### src/cctb_pkg.sv
// ----------------------------------------------------------------------------
// cctb_pkg: shared types and constants of the character class table builder
// Item codes, result codes, the command word that runs from the text decoder
// to the table engine, and the fixed field widths of the channels.
// ----------------------------------------------------------------------------
`default_nettype none

package cctb_pkg;

  localparam int TABLE_ENTRIES_DEF = 256;
  localparam int MASK_BITS_DEF     = 64;

  localparam int CH_W    = 8;
  localparam int CBIT_W  = 6;
  localparam int MASK_W  = 64;
  localparam int ENTRY_W = 64;

  localparam logic [CH_W-1:0] CH_QUOTE  = 8'h22;
  localparam logic [CH_W-1:0] CH_DASH   = 8'h2D;
  localparam logic [CH_W-1:0] CH_BSLASH = 8'h5C;

  localparam int CMDQ_DEPTH = 2;
  localparam int CMDQ_PTR_W = (CMDQ_DEPTH > 1) ? $clog2(CMDQ_DEPTH) : 1;
  localparam int CMDQ_CNT_W = $clog2(CMDQ_DEPTH + 1);

  typedef enum logic [1:0] {
    MODE_TEXT = 2'd0,
    MODE_EOL  = 2'd1,
    MODE_READ = 2'd2,
    MODE_EXCL = 2'd3
  } mode_t;

  typedef enum logic [1:0] {
    ST_ACCEPTED = 2'd0,
    ST_FINISHED = 2'd1,
    ST_INVALID  = 2'd2
  } status_t;

  typedef enum logic [1:0] {
    CMD_NONE  = 2'd0,
    CMD_APPLY = 2'd1,
    CMD_READ  = 2'd2,
    CMD_EXCL  = 2'd3
  } cmd_kind_t;

  // One command per accepted item. For an apply, lo..hi is the range (hi is
  // never below lo) and dash_too adds a second single-entry update at '-'.
  // For a read, lo is the table index.
  typedef struct packed {
    cmd_kind_t          kind;
    status_t            status;
    logic [CH_W-1:0]    lo;
    logic [CH_W-1:0]    hi;
    logic               dash_too;
    logic [CBIT_W-1:0]  cbit;
    logic               rem;
    logic [MASK_W-1:0]  mask;
  } cmd_t;

endpackage

`default_nettype wire

### src/cctb_cmd_queue.sv
// ----------------------------------------------------------------------------
// cctb_cmd_queue: command queue between decoder and table engine
// A short register FIFO of command words.
// ----------------------------------------------------------------------------
`default_nettype none

module cctb_cmd_queue import cctb_pkg::*; (
  input  logic clk,
  input  logic rst,
  input  cmd_t push_cmd,
  input  logic push_valid,
  output logic push_ready,
  output cmd_t pop_cmd,
  output logic pop_valid,
  input  logic pop_ready
);

  localparam logic [CMDQ_PTR_W-1:0] LAST_PTR = CMDQ_PTR_W'(CMDQ_DEPTH - 1);
  localparam logic [CMDQ_CNT_W-1:0] FULL_CNT = CMDQ_CNT_W'(CMDQ_DEPTH);

  cmd_t                  slots [CMDQ_DEPTH];
  logic [CMDQ_PTR_W-1:0] wr_ptr, rd_ptr;
  logic [CMDQ_CNT_W-1:0] count;
  logic                  do_push, do_pop;

  assign push_ready = (count != FULL_CNT);
  assign pop_valid  = (count != '0);
  assign pop_cmd    = slots[rd_ptr];
  assign do_push    = push_valid && push_ready;
  assign do_pop     = pop_valid && pop_ready;

  always_ff @(posedge clk) begin
    if (do_push) begin
      slots[wr_ptr] <= push_cmd;
    end
  end

  always_ff @(posedge clk) begin
    if (rst) begin
      wr_ptr <= '0;
      rd_ptr <= '0;
      count  <= '0;
    end else begin
      if (do_push) begin
        wr_ptr <= (wr_ptr == LAST_PTR) ? '0 : wr_ptr + 1'b1;
      end
      if (do_pop) begin
        rd_ptr <= (rd_ptr == LAST_PTR) ? '0 : rd_ptr + 1'b1;
      end
      if (do_push && !do_pop) begin
        count <= count + 1'b1;
      end else if (do_pop && !do_push) begin
        count <= count - 1'b1;
      end
    end
  end

  a_no_overflow: assert property (@(posedge clk) disable iff (rst)
    count <= FULL_CNT)
    else $error("command queue holds more than its depth");

endmodule

`default_nettype wire

### config.mk
export PLATFORM = sky130hd
export DESIGN_NAME = cctb_cmd_queue
export DESIGN_NICKNAME = d
export VERILOG_FILES = /design/src/cctb_pkg.sv /design/src/cctb_cmd_queue.sv
export SDC_FILE = /design/constraint.sdc
export NUM_CORES = 1
export LEC_CHECK = 0
export BUFFER_PORTS_ARGS = -buffer_cell sky130_fd_sc_hd__buf_2
export CAP_MARGIN = 40
export CORE_AREA = 5 5 119 121
export CTS_BUF_LIST = sky130_fd_sc_hd__clkbuf_4 sky130_fd_sc_hd__clkbuf_8
export CTS_CLUSTER_DIAMETER = 120
export DETAILED_ROUTE_END_ITERATION = 16
export DIE_AREA = 0 0 124 126
export PLACE_DENSITY = 0.85
export SLEW_MARGIN = 20
export SYNTH_ARGS = -nofsm -noshare
export SYNTH_HDL_FRONTEND = slang
export SYNTH_SLANG_ARGS = --single-unit
### constraint.sdc
create_clock -name clk -period 4.38 [get_ports clk]
set_input_delay 0.438 -clock clk [delete_from_list [all_inputs] [get_ports clk]]
set_output_delay 0.438 -clock clk [all_outputs]
set_load 0.005 [all_outputs]
# == Yosys cells after proc, flatten, opt, wreduce, memory -nomap -nowiden ==
# Memories as Yosys holds them, arrays and structs flattened. A register that Yosys moved wholly into a read port is not among the register bits.
# Index checks and enable logic that the tools add are counted.
# word_totals
elab_cells,25
in_bits,96
output_inout_bits,94
mem_bits_rw,184
ff_bits,4
n_memories,1
# mem_list
memory,depth,width,read_ports,rd_clocked_by_memory_dff,write_ports,line_no,rtl
slots,2,92,1,1,1,cctb_cmd_queue.sv:21,cmd_t slots [CMDQ_DEPTH];
# op_classes
add_sub_neg,4
n_mux,8
n_reduce_logical,8
n_eq_ne,1
# op_table
op,n
$mux W1,6
$logic_and A1 B1 Y1,4
$mux W2,2
$reduce_bool A2 Y1,2
$add A1 B1 Y1 const B,2
$add A2 B1 Y2 const B,1
$logic_not A1 Y1,2
$ne A2 B2 Y1 const B,1
$sub A2 B1 Y2 const B,1

# == Depth between registers and ports, before layout ==
# logic_depth
word_depth,6
mapped_depth,6
ltp_nobuf,6

# == Worst setup path after synthesis ==
# No wires, ideal clock.
# synth_path
path_kind,flip-flop to flip-flop
from,register count[0]
to,"memory slots[1][0] in the netlist's numbering, enable pin"
slack_ns,1.138
stages_incl_launch_ff,3
arrival_time_ns,2.781
period_less_slack_ns,3.242
path_buffers,0
t_required_ns,3.919
cell_sequence,dfxtp_1 nand2b_1 and3_1
# synth_between
elab_chain_len,4
# synth_lines
element,line_no,rtl
from (decl),cctb_cmd_queue.sv:23,logic [CMDQ_CNT_W-1:0] count;
from (signal assigned),cctb_cmd_queue.sv:51,count <= count + 1'b1;
from (signal assigned),cctb_cmd_queue.sv:53,count <= count - 1'b1;
$ne A2 B2 Y1,cctb_cmd_queue.sv:26,assign push_ready = (count != FULL_CNT);
net push_ready,cctb_cmd_queue.sv:12,"output logic push_ready,"
$logic_and A1 B1 Y1,cctb_cmd_queue.sv:29,assign do_push = push_valid && push_ready;
$mux W1,cctb_cmd_queue.sv:33,if (do_push) begin
$mux W1 (not written as such),cctb_cmd_queue.sv:34,slots[wr_ptr] <= push_cmd;
to (decl),cctb_cmd_queue.sv:21,
# The timed path passes the listed nets, and every way through them passes these cells.

==> impl_results.md <==
* Minimum clock period at 2369 ps
* Routed len/inst at 18.07 µm
* Buffers on Ports at 189
* Layout area overhead at 23.31%
* Fin nets at 611
* Worst r2r src: count[0]
* # setup viols final at 0
* Clock Root Buffer: clkbuf_8
* Worst setup EP type: primary output
* Psw at 1133 µW
* Hold_sp: push_cmd[90]
* DP Area at 8059 µm²
* Mapped cell area at 6887 µm²
* Worst Hold Depth at 1
* Sw frac at 0.2459
* Leak pwr at 0.003156 µW
* Largest net degree at the start of global routing at 54
* Most frequent cells in the layout: buf_2, edfxtp_1, mux2_2
* Worst skew pair latency at 440 ps
* Placement Rows at 42
* I/O pins at 190
* Path depth of the worst reg2reg path at 4
* MaxCap Viol Count at 0
* Starting Density at 0.5306
* Hpwl dp at 8812 µm
* Core area at 12980 µm²
* Post-Synthesis Net Count at 407
* Flop pwr share at 0.511
* CP Data Required Time at 3940 ps
* Post-synthesis sequential area ratio at 0.8169
* Fillers at 882
* CP Class: flop to primary output
* Unrepaired setup endpoints after global routing: no
* Full die area at 15620 µm²
* Worst-path clk slew at 90 ps
* Initial antenna violation count at 0
* Residual DRC count at 0
* Tcrit/Tclk final at 0.5409
* Post-CTS setup buffers at 0
* Die height at 126 µm
* Rel. slew slack at 0.7125
* Fraction of layout cells with a size suffix above 1 at 0.6065
* CTS tree: done
* Setup WS post-layout at 2011 ps
* Worst path arrival time at 1930 ps
* Via count at 3526
* First-pass GRT wire length at 19780 µm
* Antenna Cells at 0
* Final Util at 0.6542
* Startpoint Class: flop
* Ys Warns at 0
* Total Routing Usage GR at 0.1690
* Antenna Nets Post-Route at 0
* Num CTS Buffers at 17
* Storage cell area at 5629 µm²
* H-tree depth at 4
* Vias per inst at 5.023
* RePlAce Congestion at 0.7454
* Worst reg2reg setup slack at 2230 ps
* Setup clock skew after layout at 7.174 ps
* HP Class: input port to flop
* WL final at 12690 µm
* CP Cell Sequence: buf_16 > mux2_2 > buf_2
* Min-Delay Endpoint: slots[1][90]
* Cts hold-fix bufs at 0
* Die width at 124 µm
* Syn Inst Count at 310
* GRT overflow at 0
* Critical path depth in cells at 3
* VDD IR max at 0.0005045 V
* Sink Count at 189
* Slew @ Worst Pin at 431.3 ps
* Post-route cell area at 8492 µm²
* CP max stage cell: dfxtp_4
* Worst slack, placed at 2219 ps
* Vias in the first global route at 3914
* Starting DRT DRC Count at 230
* Cell variety after synth at 19
* Comb pwr share at 0.224
* First-pass DRT Iterations at 4
* Setup_tns at 0 ps
* Slew Limit Fails at 0
* Critical path buffers and inverters at 2
* Slowest stage delay, CP at 620 ps
* Worst r2r dst: slots[1][27]
* PD cells at 542.7 nW/µm²
* Share of power burned in the clock network at 0.265
* Multi-input gate area at 1160 µm²
* Avg Cell Area, Syn at 22.21 µm²
* Int Pwr at 3475 µW
* Cell family with most CP delay: flip-flops
* #FFs+latches synth at 189
* Worst Path Max Fanout at 50
* Status: complete, no violations
* Commonest non-fill, non-tap cell in the layout: buf_2
* Post-CTS resize count at 0
* Hold Vio Cnt, Final at 0
* F_max at 422.1 MHz
* Deepest clock path buffer count at 2
==> through the flow <==
| stage | total power, µW | cells | hold slack [ps] |
|---|---|---|---|
| 3_3_place_gp | 3368 | 668 | 484.4 |
| 5_1_grt | 4858 | 702 | 124.4 |
| 4_1_cts | 4665 | 702 | 137.6 |
| 2_1_floorplan | 3014 | 310 | 470.5 |
| 3_5_place_dp | 3442 | 671 | 510.2 |
| 6_report | 4608 | 702 | 175.6 |
==> worst reg2reg max path, delay by kind of cell (launching register included) <==
| family | cells | cell delay [ps] |
|---|---|---|
| buffers and inverters | 2 | 710 |
| and+or+nand+nor | 2 | 690 |
| DFF | 1 | 420 |
==> area by class of cell <==
type / instances / share of cell area
Multi-Input combinational cell: 110 / 0.1366
Clock buffer: 17 / 0.02755
Inverter: 1 / 0.0007367
Timing Repair Buffer: 195 / 0.1229
Clock inverter: 14 / 0.02343
Sequential cell: 189 / 0.6629
Tap cell: 176 / 0.02593
==> layer usage <==
metal	part of all wire	track usage	vias to the layer above
li1	-	-	1635
met1	0.37	0.1928	1743
met2	0.53	0.2879	134
met3	0.092	0.07175	14
met4	0.012	0.05219	0
met5	0	0	-
==> cell usage after synthesis (all sizes together) <==
cell	count	area share
edfxtp	184	0.80
mux2	92	0.15
buf	10	0.015
dfxtp	5	0.015
nor2	3	0.0016
xor2	3	0.0038
a21oi	2	0.0015
o21ai	2	0.0015
a21bo	1	0.0015
and2	1	0.00091
and3	1	0.00091
ha	1	0.0018
inv	1	0.00054
nand2b	1	0.00091
nand3b	1	0.0011
or2	1	0.00091
or3	1	0.00091
==> state kept, by name, indices dropped and copies added (netlist names), named ones only <==
| name | count |
|---|---|
| slots | 184 |
| count | 2 |
| wr_ptr | 1 |
| rd_ptr | 1 |
==> worst max path at each step <==
stage                        start      endpoint  slack, ps
final                         flop   pop_cmd[46]       2010
after global routing          flop   pop_cmd[49]       1890
after CTS                     flop   pop_cmd[46]       1970
after detailed placement  count[0]  slots[1][22]       2220
after global placement        flop   pop_cmd[85]       2070
after floorplan           count[0]   slots[1][0]       1140
==> power groups by stage <==
stage               Sequential [µW]  Combinational (µW)  Clock (µW)
floorplan                      2350                 662           0
global placement               2440                 926           0
detailed placement             2400                1050           0
CTS                            2360                1060        1250
global route                   2380                1120        1360
finish                         2350                1030        1220
==> logic make-up (layout without fill, tap and decap cells) <==
group	Yosys count	after routing	share of synthesized area
AO/OA/AOI/OAI	5	5	0.004361
XOR/XNOR	3	3	0.003816
adder cells (fa/ha/maj)	1	1	0.001817
buffers and inverters	11	227	0.01544
flip-flops	189	189	0.8169
multiplexers	92	92	0.1504
AND/OR/NAND/NOR	9	9	0.007271
Power figures use the tool's default switching activity.
